`src/rtl/gpsb_pkg.sv`:
```
// Shared types and constants for the Gouraud pixel shader with bounding-box tracking.
// Holds the command, result and queue entry structs, command codes and register indexes.
// No dependencies.
package gpsb_pkg;

  // Command codes on the input side
  localparam logic [1:0] CMD_FRAME_START = 2'd0;
  localparam logic [1:0] CMD_PIXEL       = 2'd1;
  localparam logic [1:0] CMD_FRAME_END   = 2'd2;

  // Result kinds
  localparam logic KIND_PIXEL = 1'b0;
  localparam logic KIND_RECT  = 1'b1;

  // Configuration register indexes (byte address = 4 * index)
  localparam logic [1:0] REG_TRACK_ENABLE   = 2'd0;
  localparam logic [1:0] REG_BAND_ACTIVE    = 2'd1;
  localparam logic [1:0] REG_BAND_FIRST_ROW = 2'd2;
  localparam logic [1:0] REG_BAND_END_ROW   = 2'd3;

  localparam logic       TRACK_ENABLE_RESET   = 1'b1;
  localparam logic       BAND_ACTIVE_RESET    = 1'b0;
  localparam logic [7:0] BAND_FIRST_ROW_RESET = 8'd0;
  localparam logic [7:0] BAND_END_ROW_RESET   = 8'd240;

  localparam logic [7:0] CHAN_MAX = 8'd255;

  localparam int QUEUE_DEPTH = 4;
  localparam int QUEUE_AW    = 2;

  typedef struct packed {
    logic [1:0] cmd;
    logic [8:0] pixel_x;
    logic [7:0] pixel_y;
    logic [2:0] corner_first;
    logic [2:0] corner_second;
    logic [2:0] corner_third;
    logic [9:0] weight_first;
    logic [9:0] weight_second;
    logic [9:0] weight_third;
  } command_t;

  typedef struct packed {
    logic        kind;
    logic [16:0] write_address;
    logic [23:0] pixel_color;
    logic [8:0]  rect_x;
    logic [7:0]  rect_y;
    logic [8:0]  rect_w;
    logic [7:0]  rect_h;
  } result_t;

  // One classified item between front and back. For a pixel, col/row give the
  // buffer position (row band-relative when the band is active); for a report, col/row are the
  // box corner and span_w/span_h its size.
  typedef struct packed {
    logic       kind;
    logic [8:0] col;
    logic [7:0] row;
    logic [8:0] span_w;
    logic [7:0] span_h;
    logic [2:0] corner_first;
    logic [2:0] corner_second;
    logic [2:0] corner_third;
    logic [9:0] weight_first;
    logic [9:0] weight_second;
    logic [9:0] weight_third;
  } entry_t;

  typedef struct packed {
    logic       track_enable;
    logic       band_active;
    logic [7:0] band_first_row;
    logic [7:0] band_end_row;
  } cfg_t;

endpackage

```
`src/rtl/gpsb_front.sv`:
```
// Front end: accepts commands, filters band rows, keeps the dirty box.
// Depends on gpsb_pkg; feeds gpsb_queue.
module gpsb_front #(
  parameter int SCREEN_WIDTH  = 320,
  parameter int SCREEN_HEIGHT = 240
) (
  input  logic              clk,
  input  logic              rst,
  input  logic              push,
  output logic              full,
  input  gpsb_pkg::command_t command,
  input  gpsb_pkg::cfg_t     cfg,
  input  logic              q_full,
  output logic              q_push,
  output gpsb_pkg::entry_t   q_entry
);

  localparam int BXW = ($clog2(SCREEN_WIDTH + 1) > 10) ? $clog2(SCREEN_WIDTH + 1) : 10;
  localparam int BYW = ($clog2(SCREEN_HEIGHT + 1) > 9) ? $clog2(SCREEN_HEIGHT + 1) : 9;

  logic [BXW-1:0] box_left, box_left_next;
  logic [BXW-1:0] box_right_end, box_right_end_next;
  logic [BYW-1:0] box_top, box_top_next;
  logic [BYW-1:0] box_bottom_end, box_bottom_end_next;

  logic           accept;
  logic           in_band;
  logic [BXW-1:0] x_ext, x_end;
  logic [BYW-1:0] y_ext, y_end;
  logic [BXW-1:0] box_w;
  logic [BYW-1:0] box_h;
  logic           box_full;

  assign full   = q_full;
  assign accept = push && !q_full;

  assign x_ext    = BXW'(command.pixel_x);
  assign x_end    = x_ext + BXW'(1);
  assign y_ext    = BYW'(command.pixel_y);
  assign y_end    = y_ext + BYW'(1);
  assign box_w    = box_right_end - box_left;
  assign box_h    = box_bottom_end - box_top;
  assign box_full = (box_right_end > box_left) && (box_bottom_end > box_top);
  assign in_band  = (command.pixel_y >= cfg.band_first_row) &&
                    (command.pixel_y < cfg.band_end_row);

  always_comb begin
    box_left_next       = box_left;
    box_right_end_next  = box_right_end;
    box_top_next        = box_top;
    box_bottom_end_next = box_bottom_end;
    q_push              = 1'b0;

    q_entry.kind          = gpsb_pkg::KIND_PIXEL;
    q_entry.col           = command.pixel_x;
    q_entry.row           = command.pixel_y;
    q_entry.span_w        = '0;
    q_entry.span_h        = '0;
    q_entry.corner_first  = command.corner_first;
    q_entry.corner_second = command.corner_second;
    q_entry.corner_third  = command.corner_third;
    q_entry.weight_first  = command.weight_first;
    q_entry.weight_second = command.weight_second;
    q_entry.weight_third  = command.weight_third;

    case (command.cmd)
      gpsb_pkg::CMD_FRAME_START: begin
        if (cfg.track_enable) begin
          box_left_next       = BXW'(SCREEN_WIDTH);
          box_right_end_next  = '0;
          box_top_next        = BYW'(SCREEN_HEIGHT);
          box_bottom_end_next = '0;
        end
      end
      gpsb_pkg::CMD_PIXEL: begin
        if (cfg.band_active) begin
          // drop rows the band does not own, address relative to the band
          q_push      = accept && in_band;
          q_entry.row = command.pixel_y - cfg.band_first_row;
        end else begin
          q_push = accept;
          if (cfg.track_enable) begin
            if (x_ext < box_left)       box_left_next       = x_ext;
            if (x_end > box_right_end)  box_right_end_next  = x_end;
            if (y_ext < box_top)        box_top_next        = y_ext;
            if (y_end > box_bottom_end) box_bottom_end_next = y_end;
          end
        end
      end
      gpsb_pkg::CMD_FRAME_END: begin
        q_push         = accept && cfg.track_enable && box_full;
        q_entry.kind   = gpsb_pkg::KIND_RECT;
        q_entry.col    = box_left[8:0];
        q_entry.row    = box_top[7:0];
        q_entry.span_w = box_w[8:0];
        q_entry.span_h = box_h[7:0];
      end
      default: begin
        q_push = 1'b0;
      end
    endcase
  end

  always_ff @(posedge clk) begin
    if (rst) begin
      box_left       <= BXW'(SCREEN_WIDTH);
      box_right_end  <= '0;
      box_top        <= BYW'(SCREEN_HEIGHT);
      box_bottom_end <= '0;
    end else if (accept) begin
      box_left       <= box_left_next;
      box_right_end  <= box_right_end_next;
      box_top        <= box_top_next;
      box_bottom_end <= box_bottom_end_next;
    end
  end

endmodule

```
`src/rtl/gpsb_queue.sv`:
```
// Short register queue between the front and back halves of the shader.
// Depends on gpsb_pkg for the entry type and depth.
module gpsb_queue (
  input  logic             clk,
  input  logic             rst,
  input  logic             push,
  input  gpsb_pkg::entry_t  push_entry,
  output logic             full,
  input  logic             pop,
  output logic             valid,
  output gpsb_pkg::entry_t  head
);

  gpsb_pkg::entry_t entries [gpsb_pkg::QUEUE_DEPTH];

  logic [gpsb_pkg::QUEUE_AW-1:0] wr_ptr, rd_ptr;
  logic [gpsb_pkg::QUEUE_AW:0]   count;
  logic                          do_push, do_pop;

  assign full    = (count == (gpsb_pkg::QUEUE_AW + 1)'(gpsb_pkg::QUEUE_DEPTH));
  assign valid   = (count != '0);
  assign do_push = push && !full;
  assign do_pop  = pop && valid;
  assign head    = entries[rd_ptr];

  always_ff @(posedge clk) begin
    if (do_push) begin
      entries[wr_ptr] <= push_entry;
    end
  end

  always_ff @(posedge clk) begin
    if (rst) begin
      wr_ptr <= '0;
      rd_ptr <= '0;
      count  <= '0;
    end else begin
      if (do_push) wr_ptr <= wr_ptr + 1'b1;
      if (do_pop)  rd_ptr <= rd_ptr + 1'b1;
      case ({do_push, do_pop})
        2'b10:   count <= count + 1'b1;
        2'b01:   count <= count - 1'b1;
        default: count <= count;
      endcase
    end
  end

  a_count_bound: assert property (@(posedge clk) disable iff (rst)
    count <= (gpsb_pkg::QUEUE_AW + 1)'(gpsb_pkg::QUEUE_DEPTH))
    else $error("queue count beyond depth");

  a_count_up: assert property (@(posedge clk) disable iff (rst)
    (push && !full && !(pop && valid)) |=> count == $past(count) + 1'b1)
    else $error("queue count missed a push");

  a_count_down: assert property (@(posedge clk) disable iff (rst)
    (pop && valid && !push) |=> count == $past(count) - 1'b1)
    else $error("queue count missed a pop");

endmodule

```
`src/rtl/gpsb_back.sv`:
```
// Back end: shades pixels, forms buffer addresses, holds the result register.
// Depends on gpsb_pkg; drains gpsb_queue.
module gpsb_back #(
  parameter int SCREEN_WIDTH     = 320,
  parameter int WEIGHT_ONE_SHIFT = 9
) (
  input  logic             clk,
  input  logic             rst,
  input  logic             q_valid,
  input  gpsb_pkg::entry_t  q_head,
  output logic             q_pop,
  input  logic             pop,
  output logic             empty,
  output gpsb_pkg::result_t result
);

  // Weighted sum of 0/255 corner channels: 255 * (sum of lit weights), then scale.
  function automatic logic [7:0] mix(input logic [2:0] lit, input logic [9:0] w0,
                                     input logic [9:0] w1, input logic [9:0] w2);
    logic [11:0] s;
    logic [19:0] p;
    logic [19:0] q;
    s = (lit[0] ? 12'(w0) : 12'd0) + (lit[1] ? 12'(w1) : 12'd0) +
        (lit[2] ? 12'(w2) : 12'd0);
    p = {s, 8'd0} - 20'(s);
    q = p >> WEIGHT_ONE_SHIFT;
    return (q > 20'(gpsb_pkg::CHAN_MAX)) ? gpsb_pkg::CHAN_MAX : q[7:0];
  endfunction

  logic              out_valid;
  gpsb_pkg::result_t shaded;
  logic [7:0]        red, green, blue;
  logic [16:0]       row_ext, address;

  // red is lit on even corners, green on bit one, blue on bit two
  assign red   = mix({~q_head.corner_third[0], ~q_head.corner_second[0],
                      ~q_head.corner_first[0]},
                     q_head.weight_first, q_head.weight_second, q_head.weight_third);
  assign green = mix({q_head.corner_third[1], q_head.corner_second[1],
                      q_head.corner_first[1]},
                     q_head.weight_first, q_head.weight_second, q_head.weight_third);
  assign blue  = mix({q_head.corner_third[2], q_head.corner_second[2],
                      q_head.corner_first[2]},
                     q_head.weight_first, q_head.weight_second, q_head.weight_third);

  assign row_ext = 17'(q_head.row);
  assign address = row_ext * 17'(SCREEN_WIDTH) + 17'(q_head.col);

  always_comb begin
    shaded.kind = q_head.kind;
    if (q_head.kind == gpsb_pkg::KIND_RECT) begin
      shaded.write_address = '0;
      shaded.pixel_color   = '0;
      shaded.rect_x        = q_head.col;
      shaded.rect_y        = q_head.row;
      shaded.rect_w        = q_head.span_w;
      shaded.rect_h        = q_head.span_h;
    end else begin
      shaded.write_address = address;
      shaded.pixel_color   = {red, green, blue};
      shaded.rect_x        = '0;
      shaded.rect_y        = '0;
      shaded.rect_w        = '0;
      shaded.rect_h        = '0;
    end
  end

  assign q_pop = q_valid && (!out_valid || pop);
  assign empty = !out_valid;

  always_ff @(posedge clk) begin
    if (q_pop) begin
      result <= shaded;
    end
  end

  always_ff @(posedge clk) begin
    if (rst) begin
      out_valid <= 1'b0;
    end else if (q_pop) begin
      out_valid <= 1'b1;
    end else if (pop) begin
      out_valid <= 1'b0;
    end
  end

  a_pixel_no_rect: assert property (@(posedge clk) disable iff (rst)
    (out_valid && result.kind == gpsb_pkg::KIND_PIXEL) |->
      (result.rect_w == '0 && result.rect_h == '0))
    else $error("pixel write carries rectangle fields");

  a_rect_no_pixel: assert property (@(posedge clk) disable iff (rst)
    (out_valid && result.kind == gpsb_pkg::KIND_RECT) |->
      (result.write_address == '0 && result.pixel_color == '0))
    else $error("rectangle report carries pixel fields");

  a_drain: assert property (@(posedge clk) disable iff (rst)
    (q_valid && !out_valid) |=> out_valid)
    else $error("waiting entry not moved to result register");

endmodule

```
`src/rtl/gouraud_pixel_shader_bbox_core.sv`:
```
// Gouraud pixel shader with band filtering and dirty bounding-box tracking.
// An accepted command passes through the queue, then the result register, to the ports;
// one item per cycle sustained while pop keeps the result register free.
// Throughput is set by the combinational shade/address stage in the back end.
// A 4-entry queue decouples the front from the back; full rises only when it fills.
// Reset (rst, synchronous): queue and result register empty, box empty, registers at defaults.
// Depends on gpsb_pkg, gpsb_front, gpsb_queue, gpsb_back.
module gouraud_pixel_shader_bbox_core #(
  parameter int SCREEN_WIDTH     = 320,
  parameter int SCREEN_HEIGHT    = 240,
  parameter int WEIGHT_ONE_SHIFT = 9
) (
  input  logic               clk,
  input  logic               rst,
  // command side
  input  logic               push,
  output logic               full,
  input  gpsb_pkg::command_t  command,
  // result side
  output logic               empty,
  input  logic               pop,
  output gpsb_pkg::result_t   result,
  // configuration port
  input  logic               psel,
  input  logic               penable,
  input  logic               pwrite,
  input  logic [3:0]         paddr,
  input  logic [31:0]        pwdata,
  output logic [31:0]        prdata,
  output logic               pready
);

  gpsb_pkg::cfg_t   cfg;
  logic             cfg_write;
  logic [1:0]       reg_index;

  logic             q_push, q_full, q_pop, q_valid;
  gpsb_pkg::entry_t q_entry, q_head;

  // Configuration registers: word-aligned, write on the access phase.
  assign pready    = 1'b1;
  assign reg_index = paddr[3:2];
  assign cfg_write = psel && penable && pwrite && pready;

  always_ff @(posedge clk) begin
    if (rst) begin
      cfg.track_enable   <= gpsb_pkg::TRACK_ENABLE_RESET;
      cfg.band_active    <= gpsb_pkg::BAND_ACTIVE_RESET;
      cfg.band_first_row <= gpsb_pkg::BAND_FIRST_ROW_RESET;
      cfg.band_end_row   <= gpsb_pkg::BAND_END_ROW_RESET;
    end else if (cfg_write) begin
      case (reg_index)
        gpsb_pkg::REG_TRACK_ENABLE:   cfg.track_enable   <= pwdata[0];
        gpsb_pkg::REG_BAND_ACTIVE:    cfg.band_active    <= pwdata[0];
        gpsb_pkg::REG_BAND_FIRST_ROW: cfg.band_first_row <= pwdata[7:0];
        gpsb_pkg::REG_BAND_END_ROW:   cfg.band_end_row   <= pwdata[7:0];
        default: ;
      endcase
    end
  end

  // Read back the addressed register, zero-extended.
  always_comb begin
    case (reg_index)
      gpsb_pkg::REG_TRACK_ENABLE:   prdata = 32'(cfg.track_enable);
      gpsb_pkg::REG_BAND_ACTIVE:    prdata = 32'(cfg.band_active);
      gpsb_pkg::REG_BAND_FIRST_ROW: prdata = 32'(cfg.band_first_row);
      gpsb_pkg::REG_BAND_END_ROW:   prdata = 32'(cfg.band_end_row);
      default:                      prdata = '0;
    endcase
  end

  // Front: accept, classify, drop filtered rows, update the dirty box.
  gpsb_front #(
    .SCREEN_WIDTH  (SCREEN_WIDTH),
    .SCREEN_HEIGHT (SCREEN_HEIGHT)
  ) u_front (
    .clk     (clk),
    .rst     (rst),
    .push    (push),
    .full    (full),
    .command (command),
    .cfg     (cfg),
    .q_full  (q_full),
    .q_push  (q_push),
    .q_entry (q_entry)
  );

  // Hold classified items so either side can stall alone.
  gpsb_queue u_queue (
    .clk        (clk),
    .rst        (rst),
    .push       (q_push),
    .push_entry (q_entry),
    .full       (q_full),
    .pop        (q_pop),
    .valid      (q_valid),
    .head       (q_head)
  );

  // Back: shade, address, and present the result item.
  gpsb_back #(
    .SCREEN_WIDTH     (SCREEN_WIDTH),
    .WEIGHT_ONE_SHIFT (WEIGHT_ONE_SHIFT)
  ) u_back (
    .clk     (clk),
    .rst     (rst),
    .q_valid (q_valid),
    .q_head  (q_head),
    .q_pop   (q_pop),
    .pop     (pop),
    .empty   (empty),
    .result  (result)
  );

endmodule
```
`config.mk`:
```
export PLATFORM = sky130hd
export DESIGN_NAME = gouraud_pixel_shader_bbox_core
export DESIGN_NICKNAME = d
export VERILOG_FILES = /design/src/rtl/gpsb_pkg.sv /design/src/rtl/gpsb_front.sv /design/src/rtl/gpsb_queue.sv /design/src/rtl/gpsb_back.sv /design/src/rtl/gouraud_pixel_shader_bbox_core.sv
export SDC_FILE = /design/constraint.sdc
export NUM_CORES = 1
export LEC_CHECK = 0
export CAP_MARGIN = 20
export CORE_MARGIN = 4
export CORE_UTILIZATION = 45
export DETAILED_ROUTE_END_ITERATION = 7
export DONT_BUFFER_PORTS = 1
export GPL_ROUTABILITY_DRIVEN = 0
export REMOVE_ABC_BUFFERS = 1
export SYNTH_ARGS = -nofsm -noshare
export SYNTH_HDL_FRONTEND = slang
export SYNTH_SLANG_ARGS = --single-unit
```
`constraint.sdc`:
```
create_clock -name clk -period 6.2 [get_ports clk]
set_clock_uncertainty 0.2 [all_clocks]
set_input_delay 0 -clock clk [delete_from_list [all_inputs] [get_ports clk]]
set_output_delay 0 -clock clk [all_outputs]
set_load 0.02 [all_outputs]
```
==> flow_summary_export.csv, run 1 <==
group,metric,value,unit
timing,tightest_slew,1020,ps
detailed_routing,dr.first_iter.drc_count,968,
synthesis,netlist_area,22900,µm²
critical_path,crit_chain,"mux4_2, nand2b_1, fa_1, inv_1, ha_1, fa_1, a211o_1, a211oi_2, o21bai_1, a21oi_1, xor2_1, ha_1, a21oi_2, o41ai_4, maj3_2, a2111oi_4, nand3_1, xnor2_1, a21oi_1",
die,fp.coreArea,50200,µm²
detailed_routing,wl_per_cell,20.3,µm
die,start_util,45.6,%
clocking,clock-sinks,436,
clocking,clk_pin_slew_worst_paths,60,ps
clocking,root_buffer,"clkbuf_16",
timing,drv_slew,0,
timing,fin_crit_sh,96.4,%
die,pin_count,212,
critical_path,crit_type,"reg -> reg",
die,num_rows,82,
timing,setup_tns,0,ps
detailed_routing,drc_errors,0,
timing,slew_headroom,32.0,%
run_status,status,"finished clean",
clocking,insertion_delay,580,ps
placement,dp_hpwl,36700,µm
job,maxCapViolations,0,
global_route,overflow,0,
placement,post-place-ws,71.0,ps
timing,finalCriticalPeriod,5980,ps
global_route,grt_pass1_wl,83300,µm
global_route,antenna_found_initial,3,
clocking,clock_path_buffers,3,
cells_and_area,nets,2217,
clocking,cts_tree,"yes",
synthesis,synth_cells,1744,
synthesis,synth_seq_cells,436,
synthesis,syn_avg_cell_area,13.1,µm²
power,finalPower,15.5,mW
detailed_routing,vias,14400,
critical_path,cp_slowest_cell,"fa_1",
detailed_routing,final_antenna_net_count,0,
critical_path,worst_setup_path_start_kind,"flip-flop",
placement,port-buffer-count,0,
cells_and_area,finish.utilization,54.2,%
die,fp.dieH,233,µm
timing,setup_ws,223,ps
critical_path,worst_ep_arrival_time,6090,ps
synthesis,netlist.area_leader.share,48.8,%
cells_and_area,fillers,4112,
synthesis,synthTopCellsByArea,"edfxtp_1 49%, mux4_2 7.4%, ha_1 6.9%, dfxtp_1 5.6%, fa_1 3.4%",
detailed_routing,routed_wirelength,54000,µm
cells_and_area,regArea,12500,µm²
timing,fmax,167,MHz
clocking,cts_htree_levels,2,
cells_and_area,syn_to_final_growth,18.9,%
clocking,numCtsBuffers,49,
detailed_routing,viasPerCell,5.41,
synthesis,async_reset_ff_share,0,%
placement,dp.cells,2395,
synthesis,yosysTopAreaCell,"edfxtp_1",
synthesis,synth_flop_cell,"edfxtp_1",
global_route,grt_max_degree,62,
synthesis,yosysSeqAreaShare,54.4,%
die,die-area,54500,µm²
critical_path,slowest_delay,550,ps
cells_and_area,drive_above_1_share,12.7,%
power,peakVddDrop,0.413,mV
synthesis,yosys.cell_types.count,75,
critical_path,critPathMaxFanout,8,
cells_and_area,instances_no_fill,2664,
cells_and_area,multi_input_area,9750,µm²
global_route,grt_pass1_vias,14800,
die,dieWidth,233,µm
power,power.density,568,nW/µm²
critical_path,critPathRequiredTime,6310,ps
timing,holdWs,21.6,ps
global_route,grt_use_total,19.6,%
min_path,hp-class,"in -> reg",
power,power.leakage,10.1,nW
synthesis,synth_edf_count,372,
timing,setup_violations,0,
critical_path,end_kind,"flip-flop",
timing,finalHoldViolCount,0,
synthesis,ys.warnings.count,0,
detailed_routing,drt_pass1_iterations,5,
cells_and_area,final_area,27200,µm²
placement,place_area,23800,µm²
-- final timing paths --
| check | endpoint | depth (start not counted) | slack, ps | startpoint |
|---|---|---|---|---|
| min reg2reg | u_front.box_right_end[9]$_SDFFE_PP0P_ | 2 | 270 | u_front.box_right_end[9]$_SDFFE_PP0P_ |
| max reg2reg | u_back.result[57]$_SDFFCE_PP0P_ | 19 | 220 | flip-flop |
| max | u_back.result[57]$_SDFFCE_PP0P_ | 19 | 220 | flip-flop |
| min | cfg[17]$_SDFFE_PP1P_ | 3 | 20 | pwdata[0] |
-- cells in the final DEF, fill, tap and decap left out, types with 8 or more instances in the layout --
cell type      instances
mux2i_1               42
nor3b_1               10
clkinv_2              11
nor2b_1               55
mux2_2                11
nor3_1                20
inv_1                117
mux4_2                75
a21o_1                35
a21oi_1               83
nand3_1               28
ha_1                 126
a31oi_1                9
conb_1                25
dfxtp_1               62
clkinv_1               8
xnor2_1               52
o21ai_1                9
edfxtp_1             372
o21ai_0               31
a22o_1                 9
clkbuf_16             52
and3_1                10
buf_4                 48
nand2_1               93
xor2_1                28
fa_1                  38
dlygate4sd3_1        156
nor2_1                91
and2_1                85
o211ai_1               9
a211oi_1              10
nand2b_1              21
nand4_1               13
-- Yosys cell counts (all sizes together) (10+ instances only) --
library cell,n
mux2i,42
dfxtp,64
a21oi,86
buf,42
xnor2,52
mux2,12
mux4,75
and3,10
nor3,20
edfxtp,372
inv,117
o21ai,40
nand2b,22
nor2,91
a21o,35
nor2b,55
nand3,29
clkbuf,37
xor2,28
and2,89
nand4,13
ha,127
nor3b,10
nand2,93
fa,39
a211oi,13
-- critical path: cells and delay by family (launching register included) --
family          cells  cell delay [ps]
flops               1              450
fa+ha+maj           5             1910
buf+inv             1               60
mux                 1              540
compound gates      8             1840
simple gates        2              320
xor+xnor            2              400
-- kinds of logic after synthesis --
group / after synthesis / share of synthesized area [%]
fa+ha+maj: 169 / 10.5
mux: 129 / 9.81
buf+inv: 197 / 3.65
xor+xnor: 81 / 3.16
compound gates: 263 / 7.66
other cells: 2 / 0.0328
simple gates: 467 / 10.8
flops: 436 / 54.4
-- power breakdown --
| part | switching, mW | total [mW] | leakage (nW) | internal (mW) |
|---|---|---|---|---|
| Combinational | 4.66 | 8.23 | 5.29 | 3.57 |
| Sequential | 0.486 | 4.30 | 3.95 | 3.82 |
| Clock | 1.17 | 2.93 | 0.814 | 1.76 |
-- routing by layer --
layer	wire (µm)	track usage, %
met1	21500	23.5
met2	28600	36.0
met3	2390	3.70
met5	7	0
met4	1410	5.74
-- layout make-up --
type | instances | area share (%)
flip-flops and latches | 436 | 45.8
multi-input cells | 1134 | 35.8
repair buffers | 211 | 7.60
clock buffers | 62 | 4.99
well taps | 672 | 3.09
inverters | 118 | 1.63
clock inverters | 29 | 1.07
diodes | 2 | 0.0184
-- flip-flops by register name, indices dropped and copies added, names as in the netlist, named ones only --
register,flops
u_queue.wr_ptr,2
u_front.box_left,9
u_front.box_bottom_end,9
u_front.box_top,8
cfg,18
u_queue.count,3
u_queue.entries,296
u_back.out_valid,1
u_queue.rd_ptr,2
u_front.box_right_end,10
u_back.result,76
-- repair_timing --
item | 4_1_cts | 5_1_grt
setup buffers | 0 | 18
hold buffers | 157 | 0
resized for setup | 0 | 10
endpoints found under the setup margin | 0 | 16
hold endpoints to repair | 316 | 0
(Power assumes the default switching activity.)
==> run 2: changes to the inputs <==
--- a/config.mk
+++ b/config.mk
@@ -12,6 +12,7 @@
 export DONT_BUFFER_PORTS = 1
 export GPL_ROUTABILITY_DRIVEN = 0
 export REMOVE_ABC_BUFFERS = 1
+export SETUP_SLACK_MARGIN = 0.5
 export SYNTH_ARGS = -nofsm -noshare
 export SYNTH_HDL_FRONTEND = slang
 export SYNTH_SLANG_ARGS = --single-unit
==> run 2 against run 1 <==
Net effect: critical path depth up 4; flip-flop and latch count unchanged; via count up 1.5%; sequential power about the same; clock power about the same; setup slack better by 170 ps; sequential share of layout area down 1.0 points; critical endpoint unchanged; hold slack better by 2.7 ps; register-to-register slack better by 170 ps; highest routed layer unchanged; global-route usage up 0.42 points; cell count up 1.7%.
==> flow_summary_export.csv, run 2 (same netlist as run 1, synthesis figures left out) <==
group,metric,value,unit
run_status,status,"finished clean",
timing,finalHoldViolCount,0,
clocking,cts_htree_levels,2,
global_route,overflow,0,
clocking,clk_pin_slew_worst_paths,60,ps
timing,finalCriticalPeriod,5810,ps
timing,rsz0062_at_grt,"true",
clocking,numCtsBuffers,49,
detailed_routing,drc_errors,0,
critical_path,crit_chain,"mux4_2, nand2b_4, fa_1, inv_1, ha_2, fa_2, a211o_1, a211oi_2, buf_4, buf_4, buf_4, buf_4, buf_4, buf_4, buf_4, buf_4, o211a_4, o41ai_4, maj3_2, a2111oi_4, nand3_1, xnor2_1, a21oi_1",
min_path,hp-class,"in -> reg",
critical_path,path_buf_inv,9,
die,start_util,45.6,%
global_route,grt_pass1_wl,85000,µm
timing,drv_slew,0,
detailed_routing,routed_wirelength,54900,µm
power,power.leakage,10.3,nW
die,die-area,54500,µm²
detailed_routing,viasPerCell,5.40,
detailed_routing,dr.first_iter.drc_count,997,
cells_and_area,final_cell_mix,"372 x edfxtp_1, 156 x dlygate4sd3_1, 119 x ha_1",
detailed_routing,final_antenna_net_count,0,
global_route,antenna_found_initial,3,
detailed_routing,drt_pass1_iterations,5,
die,dieWidth,233,µm
cells_and_area,syn_to_final_growth,21.7,%
critical_path,slowest_delay,560,ps
clocking,clock-sinks,436,
critical_path,worst_ep_arrival_time,5920,ps
job,maxCapViolations,0,
timing,setup_violations,0,
global_route,grt_max_degree,62,
clocking,insertion_delay,580,ps
cells_and_area,drive_above_1_share,16.7,%
die,fp.dieH,233,µm
clocking,clock_path_buffers,3,
cells_and_area,nets,2263,
die,fp.coreArea,50200,µm²
cells_and_area,largest_registers,"u_queue.entries x296, u_back.result x76, cfg x18",
detailed_routing,vias,14600,
clocking,root_buffer,"clkbuf_16",
timing,setup_ws,391,ps
placement,post-place-ws,71.0,ps
critical_path,crit_type,"reg -> reg",
critical_path,worst_setup_path_start_kind,"flip-flop",
power,peakVddDrop,0.437,mV
clocking,cts_tree,"yes",
critical_path,critPathRequiredTime,6310,ps
timing,fin_crit_sh,93.7,%
critical_path,critPathMaxFanout,7,
cells_and_area,top_register,"u_queue.entries",
cells_and_area,layout_commonest_cell,"edfxtp_1",
critical_path,crit_path_frequent_cell,"buf_4",
global_route,grt_pass1_vias,15200,
detailed_routing,wl_per_cell,20.3,µm
timing,tightest_slew,1020,ps
power,power.density,599,nW/µm²
critical_path,end_kind,"flip-flop",
power,finalPower,16.7,mW
global_route,grt_use_total,20.1,%
placement,dp_hpwl,36700,µm
cells_and_area,fillers,4052,
critical_path,critPathTopFamily,"adder cells",
timing,fmax,172,MHz
die,pin_count,212,
placement,port-buffer-count,0,
critical_path,cp_slowest_cell,"mux4_2",
cells_and_area,largest_reg_flops,296,
timing,slew_headroom,31.9,%
die,num_rows,82,
## run 2: cell types whose count changed in the layout (fill, tap and decap cells not counted), sizes merged
cell | before | now
buf | 54 | 99
bufbuf | 0 | 1
## run 2: worst paths after layout
path | startpoint | end | slack, ps | cells after the start
min reg2reg | u_front.box_right_end[9]$_SDFFE_PP0P_ | u_front.box_right_end[9]$_SDFFE_PP0P_ | 270 | 2
max | flip-flop | u_back.result[57]$_SDFFCE_PP0P_ | 390 | 23
min | pwdata[0] | cfg[17]$_SDFFE_PP1P_ | 20 | 3
max reg2reg | flip-flop | u_back.result[57]$_SDFFCE_PP0P_ | 390 | 23
## run 2: cell type report
type / count / area, µm² / area share, %
tap: 672 / 841 / 3.02
clock buffer: 62 / 1360 / 4.88
timing repair buffer: 257 / 2460 / 8.84
sequential: 436 / 12500 / 44.8
antenna: 2 / 5.00 / 0.0180
clock inverter: 29 / 290 / 1.04
inverter: 118 / 443 / 1.59
multi-input combinational: 1134 / 9980 / 35.9
## run 2: metal layers
metal	track usage, %	vias to the layer above	routed length (µm)
li1	-	6903	-
met1	23.6	7351	21900
met2	36.6	273	29000
met3	3.90	105	2360
met4	6.87	2	1740
met5	0	-	7
## run 2: repair_timing
action / 4_1_cts / 5_1_grt
cloned: 1 / 0
hold buffers: 157 / 0
endpoints found under the setup margin: 24 / 24
hold endpoints to repair: 316 / 0
pin swaps: 29 / 12
buffers inserted: 43 / 21
resized for setup: 27 / 40
## run 2: power breakdown
group          leakage [nW]  internal [mW]  switching [mW]
logic                  5.57           4.37            5.07
clock network         0.814           1.76            1.17
registers              3.95           3.82           0.480
total                  10.3           9.95            6.72
## run 2: through the flow
step	util, %	instances	TNS (ps)	area, µm²	hold WS, ps
5_1_grt	55.5	2709	0	27800	45.0
3_3_place_gp	47.4	2395	0	23800	-119
2_1_floorplan	-	1688	-49730	22600	-131
3_5_place_dp	47.4	2395	0	23800	-115
4_1_cts	54.8	2687	0	27500	1.50
6_report	55.5	2710	0	27800	24.2
## run 2: worst min-delay path: cells and delay by family
family / cells / cell delay, ps
buf+inv: 1 / 620
simple gates: 1 / 60
mux: 1 / 100
==> run 3: changes to the inputs <==
--- a/config.mk
+++ b/config.mk
@@ -5,12 +5,13 @@
 export SDC_FILE = /design/constraint.sdc
 export NUM_CORES = 1
 export LEC_CHECK = 0
+export BUFFER_PORTS_ARGS = -buffer_cell sky130_fd_sc_hd__buf_4
 export CAP_MARGIN = 20
 export CORE_MARGIN = 4
 export CORE_UTILIZATION = 45
 export DETAILED_ROUTE_END_ITERATION = 7
-export DONT_BUFFER_PORTS = 1
 export GPL_ROUTABILITY_DRIVEN = 0
+export PLACE_DENSITY = 0.66
 export REMOVE_ABC_BUFFERS = 1
 export SETUP_SLACK_MARGIN = 0.5
 export SYNTH_ARGS = -nofsm -noshare
==> run 3 against run 2 <==
Net effect: maximum frequency is 0.12% higher; core utilization increased by 2.7 points; clock power about the same; count of clock-buffer cells in the layout increased by 2; routed wire length decreased by 0.95%; via count rose by 4.0%; global-route usage down 0.48 points; sequential share of layout area decreased by 2.1 points; hold slack got worse by 21 ps; non-clock buffer count up 155; largest power group unchanged.
==> flow_summary_export.csv, run 3 (same netlist as run 1, synthesis figures left out) <==
group,metric,value,unit
global_route,grt_pass1_wl,84100,µm
cells_and_area,syn_to_final_growth,27.7,%
timing,finalHoldViolCount,0,
detailed_routing,routed_wirelength,54400,µm
timing,drv_slew,0,
die,num_rows,82,
clocking,clock_path_buffers,3,
critical_path,critPathRequiredTime,6310,ps
critical_path,worst_setup_path_start_kind,"flip-flop",
clocking,root_buffer,"clkbuf_16",
run_status,status,"finished clean",
placement,port-buffer-count,160,
cells_and_area,top_register,"u_queue.entries",
die,pin_count,212,
global_route,overflow,0,
power,power.leakage,11.2,nW
timing,setup_tns,0,ps
detailed_routing,wl_per_cell,19.0,µm
placement,dp.cells,2550,
critical_path,cp_slowest_cell,"fa_2",
detailed_routing,final_antenna_net_count,0,
critical_path,worst_ep_arrival_time,5920,ps
cells_and_area,drive_above_1_share,24.3,%
detailed_routing,vias,15200,
clocking,insertion_delay,580,ps
clocking,clock-sinks,436,
min_path,hp-class,"in -> reg",
critical_path,slowest_delay,580,ps
critical_path,end_kind,"flip-flop",
detailed_routing,drc_errors,0,
detailed_routing,drt_pass1_iterations,5,
job,maxCapViolations,0,
timing,tightest_slew,1050,ps
clocking,numCtsBuffers,49,
critical_path,r2r_cells,22,
timing,rsz0062_at_grt,"true",
min_path,hp-start,"command[22]",
timing,slew_headroom,30.2,%
cells_and_area,largest_registers,"u_queue.entries x296, u_back.result x76, cfg x18",
cells_and_area,final_cell_mix,"372 x edfxtp_1, 249 x buf_4, 137 x dlygate4sd3_1",
cells_and_area,layout_commonest_cell,"edfxtp_1",
cells_and_area,largest_reg_flops,296,
placement,post-place-ws,84.0,ps
critical_path,crit_type,"reg -> reg",
die,die-area,54500,µm²
min_path,hold_depth,2,
placement,dp_hpwl,35800,µm
power,peakVddDrop,0.465,mV
power,power.density,611,nW/µm²
critical_path,r2r_slack,400,ps
global_route,antenna_found_initial,5,
cells_and_area,nets,2418,
die,dieWidth,233,µm
critical_path,critPathMaxFanout,5,
timing,setup_violations,0,
global_route,grt_pass1_vias,15600,
timing,finalCriticalPeriod,5800,ps
critical_path,reg2reg_to,"u_back.result[56]$_SDFFCE_PP0P_",
timing,fmax,172,MHz
detailed_routing,dr.first_iter.drc_count,925,
cells_and_area,instances_no_fill,2868,
timing,setup_ws,398,ps
cells_and_area,fillers,3909,
clocking,cts_tree,"yes",
global_route,grt_max_degree,74,
timing,fin_crit_sh,93.6,%
critical_path,crit_chain,"buf_12, buf_6, buf_12, buf_16, buf_6, mux4_2, nor2b_4, fa_2, ha_4, o21a_1, a211oi_2, o21bai_1, a21oi_1, xor2_1, ha_1, a21oi_2, o41ai_4, maj3_2, a2111oi_4, nand2_1, xnor2_1, a21oi_1",
global_route,grt_use_total,19.6,%
die,start_util,45.6,%
clocking,clk_pin_slew_worst_paths,60,ps
min_path,whs_endpoint,"u_queue.entries[1][22]$_DFFE_PP_",
die,fp.coreArea,50200,µm²
clocking,cts_htree_levels,2,
detailed_routing,viasPerCell,5.31,
die,fp.dieH,233,µm
## run 3: metal layers
metal  GRT usage [%]  vias to the layer above  part of all wire (%)
met4            5.72                        2                   3.0
met5               0                        -                 0.022
met2            36.5                      327                    53
met1            23.6                     7552                    39
li1                -                     7224                     -
met3            2.65                      111                   4.1
## run 3: area by class of cell
type	count	area [µm²]	area share [%]
diodes	4	10.0	0.0343
clock buffers	64	1330	4.54
clock inverters	28	310	1.06
inverters	118	443	1.52
multi-input cells	1134	10200	34.8
flip-flops and latches	436	12500	42.7
well taps	672	841	2.88
repair buffers	412	3660	12.5
## run 3: stage by stage
| stage | utilization [%] | cell area [µm²] | power [mW] | hold slack (ps) |
|---|---|---|---|---|
| global route | 58.2 | 29200 | 19.0 | 5.92 |
| detailed placement | 49.7 | 24900 | 12.4 | 3.24 |
| global placement | 49.7 | 24900 | 12.3 | 0.901 |
| floorplan | - | 22600 | 10.3 | -131 |
| finish | 58.2 | 29200 | 17.8 | 3.01 |
| CTS | 57.0 | 28600 | 16.5 | 2.12 |
## run 3: worst max path at each step
| stage | from | endpoint | slack [ps] | cells after the start |
|---|---|---|---|---|
| 2_1_floorplan | flip-flop | u_back.result[46]$_SDFFCE_PP0P_ | -2390 | 20 |
| 3_3_place_gp | flip-flop | u_back.result[46]$_SDFFCE_PP0P_ | 200 | 18 |
| 3_5_place_dp | flip-flop | u_back.result[46]$_SDFFCE_PP0P_ | 80 | 18 |
| 4_1_cts | flip-flop | u_back.result[41]$_SDFFCE_PP0P_ | 500 | 21 |
| 5_1_grt | flip-flop | u_back.result[56]$_SDFFCE_PP0P_ | 170 | 20 |
| 6_report | flip-flop | u_back.result[56]$_SDFFCE_PP0P_ | 400 | 22 |
## run 3: worst max-delay path: cells and delay by family, from the launching register on
kind | cells | cell delay, ps
compound gates | 8 | 1630
fa+ha+maj | 4 | 1510
flops | 1 | 390
xor+xnor | 2 | 440
buf+inv | 5 | 520
simple gates | 2 | 310
mux | 1 | 540
## run 3: repair_timing
| action | in CTS | in global routing |
|---|---|---|
| cloned | 3 | 0 |
| resized for setup | 29 | 83 |
| setup buffers | 49 | 33 |
| hold buffers | 137 | 0 |
| pin swaps | 31 | 54 |
| endpoints found under the hold margin | 296 | 0 |
| setup endpoints to repair | 24 | 24 |
## run 3: where the power goes
group / switching [mW] / internal, mW
combinational: 5.74 / 5.27
sequential: 0.122 / 3.80
clock: 1.19 / 1.73
total: 7.06 / 10.8
